$ cat src/sv/ppl_pkg.sv
// Package: shared constants, types and helpers for the probe pacer and loss tracker.
`default_nettype none
package ppl_pkg;

    localparam int HIST_DEPTH = 20;
    localparam int SEQ_W      = 48;
    localparam int CNT_W      = 32;
    localparam int REG_W      = 16;
    localparam int CMD_W      = 2;
    localparam int CLASS_W    = 2;
    localparam int CFG_IDX_W  = 2;
    localparam int IN_DATA_W  = 152;
    localparam int OUT_DATA_W = 264;
    localparam int OUT_USER_W = 2;

    localparam logic [CMD_W-1:0] CMD_START = 2'd0;
    localparam logic [CMD_W-1:0] CMD_POLL  = 2'd1;
    localparam logic [CMD_W-1:0] CMD_ECHO  = 2'd2;

    localparam logic [CLASS_W-1:0] ECHO_NONE     = 2'd0;
    localparam logic [CLASS_W-1:0] ECHO_IN_ORDER = 2'd1;
    localparam logic [CLASS_W-1:0] ECHO_GAP      = 2'd2;
    localparam logic [CLASS_W-1:0] ECHO_DUP      = 2'd3;

    localparam logic [CFG_IDX_W-1:0] CFG_PKTS_PER_INTERVAL = 2'd0;
    localparam logic [CFG_IDX_W-1:0] CFG_INTERVAL_MS       = 2'd1;
    localparam logic [CFG_IDX_W-1:0] CFG_REPORT_INTERVAL   = 2'd2;

    localparam logic [REG_W-1:0] PPI_RESET      = 16'd0;
    localparam logic [REG_W-1:0] INTERVAL_RESET = 16'd100;
    localparam logic [REG_W-1:0] REPORT_RESET   = 16'd1000;

    typedef struct packed {
        logic               send_valid;
        logic [SEQ_W-1:0]   send_sequence;
        logic [SEQ_W-1:0]   send_timestamp;
        logic               report_valid;
        logic [CNT_W-1:0]   lost_total;
        logic [SEQ_W-1:0]   sent_total;
        logic [CNT_W-1:0]   received_total;
        logic [CLASS_W-1:0] echo_class;
        logic [SEQ_W-1:0]   echo_latency;
    } result_t;

    function automatic logic [CNT_W-1:0] sat_add32(input logic [CNT_W-1:0] a,
                                                   input logic [SEQ_W-1:0] b);
        logic [CNT_W:0] sum;
        sum = {1'b0, a} + {1'b0, b[CNT_W-1:0]};
        if ((|b[SEQ_W-1:CNT_W]) || sum[CNT_W])
            return '1;
        else
            return sum[CNT_W-1:0];
    endfunction

endpackage
`default_nettype wire

$ cat src/sv/probe_pacer_loss_tracker_unit.sv
// Top level: token-bucket probe pacer with sequence-based loss tracking.
//
//  channel   | signals                                   | content
//  ----------+-------------------------------------------+-------------------------------
//  s_axis    | s_axis_tvalid/tready/tdata/tuser          | start, poll or echo command
//  m_axis    | m_axis_tvalid/tready/tdata/tuser          | one result per command
//  cfg       | cfg_wr_en, cfg_index, cfg_data            | pacing and report registers
//
// One transaction per cycle while s_axis_tready is high; each command updates all state
// in the cycle it is accepted; its result goes to the output register or skid entry.
// The sent-count history is a line of cells that advances one place per refill.
// Reset clears counters and history and loads config defaults; no clearing pass is needed.
// With the output stalled, one more command is accepted into the skid entry, then
// s_axis_tready drops until the output drains.
`default_nettype none
module probe_pacer_loss_tracker_unit (
    input  wire logic                           clk,
    input  wire logic                           rst_n,
    input  wire logic                           s_axis_tvalid,
    output logic                                s_axis_tready,
    // now_ms[47:0], tx_accepted[48], echo_sequence[96:49], echo_timestamp[144:97]
    input  wire logic [ppl_pkg::IN_DATA_W-1:0]  s_axis_tdata,
    // cmd[1:0]
    input  wire logic [ppl_pkg::CMD_W-1:0]      s_axis_tuser,
    output logic                                m_axis_tvalid,
    input  wire logic                           m_axis_tready,
    // send_sequence[47:0], send_timestamp[95:48], lost_total[127:96],
    // sent_total[175:128], received_total[207:176], echo_class[209:208],
    // echo_latency[257:210]
    output logic      [ppl_pkg::OUT_DATA_W-1:0] m_axis_tdata,
    // send_valid[0], report_valid[1]
    output logic      [ppl_pkg::OUT_USER_W-1:0] m_axis_tuser,
    input  wire logic                           cfg_wr_en,
    input  wire logic [ppl_pkg::CFG_IDX_W-1:0]  cfg_index,
    input  wire logic [ppl_pkg::REG_W-1:0]      cfg_data
);
    import ppl_pkg::*;

    logic [REG_W-1:0] ppi_reg;
    logic [REG_W-1:0] interval_reg;
    logic [REG_W-1:0] report_int_reg;

    logic [SEQ_W-1:0] awaited_reg, awaited_next;
    logic [SEQ_W-1:0] sent_reg, sent_next;
    logic [REG_W-1:0] bucket_reg, bucket_next;
    logic [SEQ_W-1:0] refill_time_reg, refill_time_next;
    logic [SEQ_W-1:0] report_time_reg, report_time_next;
    logic [CNT_W-1:0] lost_reg, lost_next;
    logic [CNT_W-1:0] received_reg, received_next;

    logic [CMD_W-1:0] cmd;
    logic [SEQ_W-1:0] now_ms;
    logic             tx_accepted;
    logic [SEQ_W-1:0] echo_sequence;
    logic [SEQ_W-1:0] echo_timestamp;

    logic             in_fire;
    logic             hist_shift;
    logic             hist_clear;
    logic [SEQ_W-1:0] hist_q [HIST_DEPTH];
    logic [SEQ_W-1:0] oldest;
    logic [REG_W-1:0] bucket_after;
    logic [SEQ_W-1:0] echo_diff;
    logic [SEQ_W-1:0] latency;
    result_t          result;
    result_t          out_result;

    assign cmd            = s_axis_tuser;
    assign now_ms         = s_axis_tdata[47:0];
    assign tx_accepted    = s_axis_tdata[48];
    assign echo_sequence  = s_axis_tdata[96:49];
    assign echo_timestamp = s_axis_tdata[144:97];

    assign in_fire = s_axis_tvalid && s_axis_tready;
    assign oldest  = hist_q[HIST_DEPTH-1];

    genvar g;
    generate
        for (g = 0; g < HIST_DEPTH; g++)
        begin : g_hist
            if (g == 0)
            begin : g_head
                ppl_hist_cell u_cell (
                    .clk      (clk),
                    .rst_n    (rst_n),
                    .shift_en (hist_shift),
                    .clear_en (hist_clear),
                    .d        (sent_reg),
                    .q        (hist_q[g])
                );
            end
            else
            begin : g_body
                ppl_hist_cell u_cell (
                    .clk      (clk),
                    .rst_n    (rst_n),
                    .shift_en (hist_shift),
                    .clear_en (hist_clear),
                    .d        (hist_q[g-1]),
                    .q        (hist_q[g])
                );
            end
        end
    endgenerate

    always_comb
    begin
        awaited_next     = awaited_reg;
        sent_next        = sent_reg;
        bucket_next      = bucket_reg;
        refill_time_next = refill_time_reg;
        report_time_next = report_time_reg;
        lost_next        = lost_reg;
        received_next    = received_reg;
        hist_shift       = 1'b0;
        hist_clear       = 1'b0;
        result           = '0;
        bucket_after     = bucket_reg;
        echo_diff        = echo_sequence - awaited_reg;
        latency          = now_ms - echo_timestamp;

        unique case (cmd)
            CMD_START:
            begin
                hist_clear       = 1'b1;
                awaited_next     = '0;
                sent_next        = '0;
                lost_next        = '0;
                received_next    = '0;
                bucket_next      = ppi_reg;
                refill_time_next = now_ms + {{(SEQ_W-REG_W){1'b0}}, interval_reg};
                report_time_next = now_ms + {{(SEQ_W-REG_W){1'b0}}, report_int_reg}
                                   - {{(SEQ_W-1){1'b0}}, 1'b1};
            end
            CMD_POLL:
            begin
                if (report_time_reg < now_ms)
                begin
                    result.report_valid   = 1'b1;
                    result.lost_total     = lost_reg;
                    result.sent_total     = sent_reg;
                    result.received_total = received_reg;
                    report_time_next = report_time_reg
                                       + {{(SEQ_W-REG_W){1'b0}}, report_int_reg};
                end
                if (refill_time_reg <= now_ms)
                begin
                    hist_shift       = 1'b1;
                    refill_time_next = refill_time_reg
                                       + {{(SEQ_W-REG_W){1'b0}}, interval_reg};
                    bucket_after     = ppi_reg;
                    if (oldest > awaited_reg)
                    begin
                        lost_next    = sat_add32(lost_reg, oldest - awaited_reg);
                        awaited_next = oldest;
                    end
                end
                bucket_next = bucket_after;
                if ((bucket_after != '0) && tx_accepted)
                begin
                    result.send_valid     = 1'b1;
                    result.send_sequence  = sent_reg;
                    result.send_timestamp = now_ms;
                    sent_next   = sent_reg + {{(SEQ_W-1){1'b0}}, 1'b1};
                    bucket_next = bucket_after - {{(REG_W-1){1'b0}}, 1'b1};
                end
            end
            CMD_ECHO:
            begin
                result.echo_latency = latency;
                if (echo_diff == '0)
                begin
                    result.echo_class = ECHO_IN_ORDER;
                    awaited_next  = awaited_reg + {{(SEQ_W-1){1'b0}}, 1'b1};
                    received_next = sat_add32(received_reg, {{(SEQ_W-1){1'b0}}, 1'b1});
                end
                else if (!echo_diff[SEQ_W-1])
                begin
                    result.echo_class = ECHO_GAP;
                    lost_next     = sat_add32(lost_reg, echo_diff);
                    received_next = sat_add32(received_reg, {{(SEQ_W-1){1'b0}}, 1'b1});
                    awaited_next  = echo_sequence + {{(SEQ_W-1){1'b0}}, 1'b1};
                end
                else
                begin
                    result.echo_class = ECHO_DUP;
                end
            end
            default:
            begin
                result.echo_class = ECHO_NONE;
            end
        endcase

        if (!in_fire)
        begin
            hist_shift = 1'b0;
            hist_clear = 1'b0;
        end
    end

    always_ff @(posedge clk or negedge rst_n)
    begin
        if (!rst_n)
        begin
            awaited_reg     <= '0;
            sent_reg        <= '0;
            bucket_reg      <= '0;
            refill_time_reg <= '0;
            report_time_reg <= '0;
            lost_reg        <= '0;
            received_reg    <= '0;
        end
        else if (in_fire)
        begin
            awaited_reg     <= awaited_next;
            sent_reg        <= sent_next;
            bucket_reg      <= bucket_next;
            refill_time_reg <= refill_time_next;
            report_time_reg <= report_time_next;
            lost_reg        <= lost_next;
            received_reg    <= received_next;
        end
    end

    always_ff @(posedge clk or negedge rst_n)
    begin
        if (!rst_n)
        begin
            ppi_reg        <= PPI_RESET;
            interval_reg   <= INTERVAL_RESET;
            report_int_reg <= REPORT_RESET;
        end
        else if (cfg_wr_en)
        begin
            unique case (cfg_index)
                CFG_PKTS_PER_INTERVAL: ppi_reg        <= cfg_data;
                CFG_INTERVAL_MS:       interval_reg   <= cfg_data;
                CFG_REPORT_INTERVAL:   report_int_reg <= cfg_data;
                default:               ppi_reg        <= ppi_reg;
            endcase
        end
    end

    ppl_out_stage u_out (
        .clk       (clk),
        .rst_n     (rst_n),
        .in_valid  (s_axis_tvalid),
        .in_ready  (s_axis_tready),
        .in_data   (result),
        .out_valid (m_axis_tvalid),
        .out_ready (m_axis_tready),
        .out_data  (out_result)
    );

    assign m_axis_tuser = {out_result.report_valid, out_result.send_valid};
    assign m_axis_tdata = {6'b0,
                           out_result.echo_latency,
                           out_result.echo_class,
                           out_result.received_total,
                           out_result.sent_total,
                           out_result.lost_total,
                           out_result.send_timestamp,
                           out_result.send_sequence};

endmodule
`default_nettype wire

$ cat src/sv/ppl_hist_cell.sv
// One cell of the sent-count history line: holds one entry, passes it on at each refill, clears on start.
`default_nettype none
module ppl_hist_cell (
    input  wire logic                      clk,
    input  wire logic                      rst_n,
    input  wire logic                      shift_en,
    input  wire logic                      clear_en,
    input  wire logic [ppl_pkg::SEQ_W-1:0] d,
    output logic      [ppl_pkg::SEQ_W-1:0] q
);
    import ppl_pkg::*;

    logic [SEQ_W-1:0] entry_reg;
    logic [SEQ_W-1:0] entry_next;

    always_comb
    begin
        entry_next = entry_reg;
        if (clear_en)
            entry_next = '0;
        else if (shift_en)
            entry_next = d;
    end

    always_ff @(posedge clk or negedge rst_n)
    begin
        if (!rst_n)
            entry_reg <= '0;
        else
            entry_reg <= entry_next;
    end

    assign q = entry_reg;

endmodule
`default_nettype wire

$ cat src/sv/ppl_out_stage.sv
// Output register with a skid entry for result transactions.
`default_nettype none
module ppl_out_stage (
    input  wire logic             clk,
    input  wire logic             rst_n,
    input  wire logic             in_valid,
    output logic                  in_ready,
    input  wire ppl_pkg::result_t in_data,
    output logic                  out_valid,
    input  wire logic             out_ready,
    output ppl_pkg::result_t      out_data
);
    import ppl_pkg::*;

    logic    out_valid_reg;
    logic    out_valid_next;
    logic    skid_valid_reg;
    logic    skid_valid_next;
    result_t out_data_reg;
    result_t out_data_next;
    result_t skid_data_reg;
    result_t skid_data_next;
    logic    in_fire;

    assign in_ready = !skid_valid_reg;
    assign in_fire  = in_valid && in_ready;

    always_comb
    begin
        out_valid_next  = out_valid_reg;
        skid_valid_next = skid_valid_reg;
        out_data_next   = out_data_reg;
        skid_data_next  = skid_data_reg;
        if (!out_valid_reg || out_ready)
        begin
            if (skid_valid_reg)
            begin
                out_data_next   = skid_data_reg;
                out_valid_next  = 1'b1;
                skid_valid_next = 1'b0;
            end
            else if (in_fire)
            begin
                out_data_next  = in_data;
                out_valid_next = 1'b1;
            end
            else
            begin
                out_valid_next = 1'b0;
            end
        end
        else if (in_fire)
        begin
            skid_data_next  = in_data;
            skid_valid_next = 1'b1;
        end
    end

    always_ff @(posedge clk or negedge rst_n)
    begin
        if (!rst_n)
        begin
            out_valid_reg  <= 1'b0;
            skid_valid_reg <= 1'b0;
        end
        else
        begin
            out_valid_reg  <= out_valid_next;
            skid_valid_reg <= skid_valid_next;
        end
    end

    always_ff @(posedge clk)
    begin
        out_data_reg  <= out_data_next;
        skid_data_reg <= skid_data_next;
    end

    assign out_valid = out_valid_reg;
    assign out_data  = out_data_reg;

endmodule
`default_nettype wire
$ cat config.mk
export PLATFORM = sky130hd
export DESIGN_NAME = probe_pacer_loss_tracker_unit
export DESIGN_NICKNAME = d
export VERILOG_FILES = /design/src/sv/ppl_pkg.sv /design/src/sv/probe_pacer_loss_tracker_unit.sv /design/src/sv/ppl_hist_cell.sv /design/src/sv/ppl_out_stage.sv
export SDC_FILE = /design/constraint.sdc
export NUM_CORES = 2
export LEC_CHECK = 0
export ABC_AREA = 1
export BUFFER_PORTS_ARGS = -buffer_cell sky130_fd_sc_hd__clkbuf_2
export CAP_MARGIN = 20
export CORE_UTILIZATION = 30
export DETAILED_ROUTE_END_ITERATION = 12
export SYNTH_ARGS = -nofsm -noshare
export SYNTH_HDL_FRONTEND = slang
export SYNTH_SLANG_ARGS = --single-unit
$ cat constraint.sdc
create_clock -name clk -period 12.8 [get_ports clk]
set_clock_uncertainty 0.15 [all_clocks]
set_input_delay 1.92 -clock clk [delete_from_list [all_inputs] [get_ports clk]]
set_output_delay 1.92 -clock clk [all_outputs]
set_load 0.01 [all_outputs]
# After elaboration in Yosys (flattened, before gate mapping)
# Index checks and enable logic that the tools add are counted.
[totals]
out_inout_bits = 268
reg_bits = 1802
wordCells = 195
inputBits = 177
[classes]
reduce_logical = 31
order_cmp = 3
muxes = 84
eq_ne = 11
n_bitwise = 1
n_addsub = 15
[ops]
columns = ["operator", "count"]
rows = [
  ["two-way mux 48 bit", 48],
  ["two-way mux 260 bit", 2],
  ["two-way mux 32 bit", 9],
  ["case mux 48 bit (2 select lines)", 3],
  ["two-way mux 210 bit", 1],
  ["adder 48 x 16 -> 48 bit", 4],
  ["adder 48 x 1 -> 48 bit, second input constant", 3],
  ["case mux 48 bit (3 select lines)", 1],
  ["subtractor 48 bit", 3],
  ["two-way mux 113 bit", 1],
  ["two-way mux 97 bit", 1],
  ["case mux 32 bit (3 select lines)", 1],
  ["adder 32 x 32 -> 33 bit", 2],
  ["case mux 32 bit (2 select lines)", 1],
  ["> comparator 48 bit", 1],
  ["less-or-equal comparator 48 bit", 1],
  ["logical NOT 48 bit", 1],
  ["less-than comparator 48 bit", 1],
  ["two-way mux 16 bit", 3],
  ["subtractor 48 x 1 -> 48 bit, second input constant", 1],
  ["adder 32 x 1 -> 33 bit, second input constant", 1],
  ["case mux 16 bit (2 select lines)", 1],
  ["OR reduction 16 bit", 2],
  ["nonzero test 16 bit", 1],
  ["other kinds (18)", 52],
]

# Longest topological paths before layout
[depth]
depth_word = 9
ltp_mapped = 34
ltp_nobuf = 33

# Cells and area by module
# From an unflattened synthesis, not the netlist that was laid out.
[hier_totals]
hier_cells = 12561
area_unflattened_um2 = 98903.6
[by_module_without_submodules]
columns = ["module", "instances", "cells_each", "seq_area_each_um2", "area_each_um2"]
rows = [
  ["probe_pacer_loss_tracker_unit", 1, 7011, 8018.9, 41770.1],
  ["ppl_hist_cell", 20, 209, 1201.2, 1904.3],
  ["ppl_out_stage", 1, 1370, 15665.0, 19047.0],
]

# Worst setup path after synthesis
# No wires, ideal clock.
[synth_path]
path_type = "input to register"
startpoint = "input port m_axis_tready"
endpoint = "register u_out.skid_data_reg[0] (netlist name), enable pin"
path_stages = 3
required_ns = 11.764
path_buffers = 0
slack_ns = -1.143
t_arrival_ns = 12.907
setup_time_ns = 0.886
cell_sequence = "nor2_1 inv_1 nor2_1"
[synth_between]
elab_chain_len = 3
[synth_rtl]
columns = ["item", "line_no", "rtl"]
rows = [
  ["from (decl)", "probe_pacer_loss_tracker_unit.sv:26", "input wire logic m_axis_tready,"],
  ["logical OR 1 bit", "ppl_out_stage.sv:34", "if (!out_valid_reg || out_ready)"],
  ["inverter 1 bit (no line)", "n/a", ""],
  ["AND reduction 2 bit (no line)", "n/a", ""],
  ["to (signal assigned)", "ppl_out_stage.sv:76", "skid_data_reg <= skid_data_next;"],
  ["to (decl)", "ppl_out_stage.sv:21", "result_t skid_data_reg;"],
]
# No other way between the ends.
# A chain may end at the register's enable or synchronous reset.

# Worst setup path in the final report
[layout_path]
startpoint = "input port s_axis_tdata[49] (netlist name)"
endpoint = "register awaited_reg[28]"
[layout_between]
elab_chain_len = 4
word_cells_on_any_way = 8
[layout_rtl]
columns = ["item", "line_no", "rtl"]
rows = [
  ["from (decl)", "probe_pacer_loss_tracker_unit.sv:22", "input wire logic [ppl_pkg::IN_DATA_W-1:0] s_axis_tdata,"],
  ["subtractor 48 bit / adder 48 x 1 -> 48 bit (equally long branches)", "probe_pacer_loss_tracker_unit.sv:119, probe_pacer_loss_tracker_unit.sv:182", ""],
  ["logical NOT 48 bit / two-way mux 48 bit (equally long branches)", "probe_pacer_loss_tracker_unit.sv:171, probe_pacer_loss_tracker_unit.sv:177", ""],
  ["!= test 3 bit (no line) / two-way mux 48 bit (equally long branches)", "n/a", ""],
  ["AND reduction 5 bit (no line) / case mux 48 bit (3 select lines) (equally long branches)", "n/a", ""],
  ["to (signal assigned)", "probe_pacer_loss_tracker_unit.sv:216", "awaited_reg <= awaited_next;"],
  ["to (decl)", "probe_pacer_loss_tracker_unit.sv:43", "logic [SEQ_W-1:0] awaited_reg, awaited_next;"],
]
# Parallel ways exist; a longest one is shown, timed or not. The select of a mux whose other input is x is not followed.

==> results.tsv <==
stage	metric	value	unit
power_and_ir_drop	maximum vdd drop	0.120	mV
synthesis	Seq cells post-synth	1802	
timing	Max Slew Vio Count	0	
clock_tree	post-CTS setup buffer count	0	
clock_tree	clock buffer count from CTS	208	
synthesis	area of the mapped netlist	0.0985	mm^2
floorplan	core region area	0.327	mm^2
power_and_ir_drop	P_leak	51.0	nW
routing	antenna viol nets, final	0	
cells_and_area	share of cells above drive strength 1	7.48	%
power_and_ir_drop	sequential power share	37.6	%
synthesis	Post-synth EDFFs	520	
synthesis	largest family of logic cells by synthesized area	simple AND/OR/NAND/NOR gates	
grt	gr usage total	18.0	%
power_and_ir_drop	Net Sw Power	6.50	mW
floorplan	die extent in x	575	um
clock_tree	TritonCTS clock tree	yes	
cells_and_area	area delta synth->final	13.8	%
place	number of port buffers	431	
synthesis	XOR/XNOR share of the synthesized area	2.05	%
synthesis	cell taking the most area after synthesis	dfrtp_1	
clock_tree	CTS sink cnt	1802	
timing	Final Setup Violations	0	
setup_path	WP data arrival	8100	ps
synthesis	top cell type's share of synthesized area	32.3	%
clock_tree	CTS max path bufs	4	
synthesis	Synth Area in Simple Gates	25.1	%
setup_path	Setup CP Type	primary input to flip-flop	
setup_path	Worst setup SP type	primary input	
synthesis	adder-cell share of the synthesized area	5.27	%
setup_path	slowest CP cell	nor2_4	
place	dpl hpwl	220	mm
grt	initial antenna violation count	20	
routing	WL/cell	17.4	um
floorplan	Die H	575	um
clock_tree	H-Tree Depth	4	
floorplan	row count	210	
routing	Post-Route WL	304	mm
grt	largest net degree at the start of global routing	267	
routing	DR vias	83200	
synthesis	Synth warnings	0	
timing	RSZ-0062 raised after global routing	false	
grt	first-pass GRT wire length	469	mm
place	gpl congestion	0.962	
routing	Pre-antenna DRT Iters	6	
power_and_ir_drop	PD cells	163	mW/mm^2
power_and_ir_drop	power share of the clock group	34.1	%
synthesis	Synth Instances	12800	
setup_path	most frequent CP cell	nand2_1	
synthesis	ys flop type	dfrtp_1	
synthesis	Syn Area/Cell	7.71	um^2
setup_path	crit-path max cell delay	930	ps
timing	Final period util	59.0	%
synthesis	mux contribution to synthesized area	0.0216	%
timing	Max-slew headroom	27.8	%
synthesis	count of cell types in the netlist	62	
synthesis	most frequent cell after synthesis	nand2_1	
floorplan	Starting Density	30.1	%
floorplan	I/O pin cnt	445	
grt	GRT overflow	0	
routing	residual DRC count	0	
power_and_ir_drop	Sw Ratio	35.5	%
setup_path	peak fanout along the critical path	34	
synthesis	post-synthesis sequential area ratio	48.4	%
clock_tree	PostCTS Resize Cnt	0	
timing	Max Freq	132	MHz
synthesis	Compound-Gate Fraction of Synth Area	12.3	%
setup_path	CP endpoint kind	flip-flop	
clock_tree	Root Driver	clkbuf_16	
clock_tree	cts hold-fix bufs	0	
status	status	complete, no violations	
cells_and_area	net count reported at finish	13500	
timing	setup TNS	0	ps
synthesis	Post-synth top cells	nand2_1 (4694), o21ai_0 (1514), dfrtp_1 (1273)	
power_and_ir_drop	internal power	11.8	mW
grt	vias in the first global route	79200	
floorplan	die area	0.331	mm^2
cells_and_area	Non-Filler Instances	17500	
timing	Hold Vio Cnt, Final	0	
power_and_ir_drop	Comb power frac	28.3	%
clock_tree	Clk pin slew, worst setup/hold paths	60	ps
cells_and_area	Largest register FFs	912	
flow_run	max-cap viol count	0	
timing	crit path time final	7550	ps
timing	slew of the pin with the lowest slew margin	1070	ps
clock_tree	Clk Latency, worst-skew pair	910	ps
synthesis	top cells by area, synth	dfrtp_1 (32%), nand2_1 (18%), edfxtp_1 (16%)	
setup_path	WP data required	13350	ps
place	placed cells	17100	
routing	DRT iter0 DRCs	6940	
routing	post-DR vias/cell	4.76	
synthesis	asr flop ratio synth	71.1	%
min_path	Hold Crit Class	flip-flop to flip-flop	
worst max-delay path, delay by kind of cell:
kind | cells | cell delay, ps
buffers and inverters | 3 | 310
and+or+nand+nor | 24 | 5060
AOI/OAI and AO/OA | 1 | 80
adders and majority gates | 2 | 690
layout make-up:
type | count | area, um^2
flip-flops and latches | 1802 | 47700
clock buffers | 270 | 5770
multi-input cells | 9197 | 44100
inverters | 1217 | 4580
clock inverters | 113 | 1380
repair buffers | 512 | 3010
diodes | 9 | 22.5
well taps | 4346 | 5440
fillers | 34600 | 215000
per-layer routing:
metal | global-route usage, % | up-vias | part of all wire, %
li1 | - | 41700 | -
met4 | 6.21 | 0 | 3.6
met5 | 0 | - | 0
met2 | 29.1 | 1938 | 45
met1 | 24.9 | 39100 | 46
met3 | 2.02 | 428 | 4.9
per-stage QoR:
| step | hold WS, ps | power [mW] | utilization, % | instance area (um^2) | worst slack (ps) |
|---|---|---|---|---|---|
| 5_1_grt | 326 | 19.4 | 34.3 | 112000 | 4760 |
| 3_3_place_gp | 306 | 12.1 | 32.1 | 105000 | 4510 |
| 4_1_cts | 296 | 18.5 | 34.2 | 112000 | 5290 |
| 6_report | 301 | 18.3 | 34.3 | 112000 | 5250 |
| 2_1_floorplan | 294 | 10.5 | - | 98500 | 3250 |
| 3_5_place_dp | 309 | 12.1 | 32.1 | 105000 | 4440 |
layout by cell type, fill, tap and decap left out, types with 80 or more instances in the layout:
cell type  Yosys  routed
a21oi_1      456     454
a31oi_1      105     105
clkbuf_16      0     211
clkbuf_2       2     430
dfrtp_1     1273    1272
edfxtp_1     520     520
ha_1         402     400
inv_1       1177    1175
nand2_1     4694    4691
nand3_1      331     331
nand4_1      118     118
nor2_1       876     872
nor3_1       108     108
o21ai_0     1514    1514
xnor2_1       80      80
xor2_1       150     150
power groups by stage:
stage / clock (mW) / sequential, mW / combinational, mW
after floorplan: 0 / 6.90 / 3.57
after global placement: 0 / 6.99 / 5.12
after detailed placement: 0 / 6.99 / 5.14
after CTS: 6.40 / 6.89 / 5.16
after global routing: 6.62 / 6.95 / 5.84
final: 6.24 / 6.89 / 5.18
kinds of logic after synthesis:
logic type	after synthesis
muxes	2
DFF	1802
other	1
and+or+nand+nor	6248
adders and majority gates	410
xor gates and xnor gates	230
AOI/OAI and AO/OA	2301
buffers and inverters	1774
worst paths after layout:
check | from | end | slack, ps | depth (start not counted)
min in group asynchronous | rst_n | g_hist[8].g_body.u_cell.q[18]$_DFFE_PN0P_ | 920 | 1
worst min register to register | g_hist[5].g_body.u_cell.q[31]$_DFFE_PN0P_ | g_hist[6].g_body.u_cell.q[31]$_DFFE_PN0P_ | 300 | 2
worst min-delay path | g_hist[5].g_body.u_cell.q[31]$_DFFE_PN0P_ | g_hist[6].g_body.u_cell.q[31]$_DFFE_PN0P_ | 300 | 2
worst max register to register | awaited_reg[28]$_DFFE_PN0P_ | awaited_reg[28]$_DFFE_PN0P_ | 5990 | 27
worst max-delay path | s_axis_tdata[49] | awaited_reg[28]$_DFFE_PN0P_ | 5250 | 30
max in group asynchronous | rst_n | g_hist[0].g_head.u_cell.q[40]$_DFFE_PN0P_ | 9270 | 3
No activity file was read; power rests on OpenSTA's default activity.
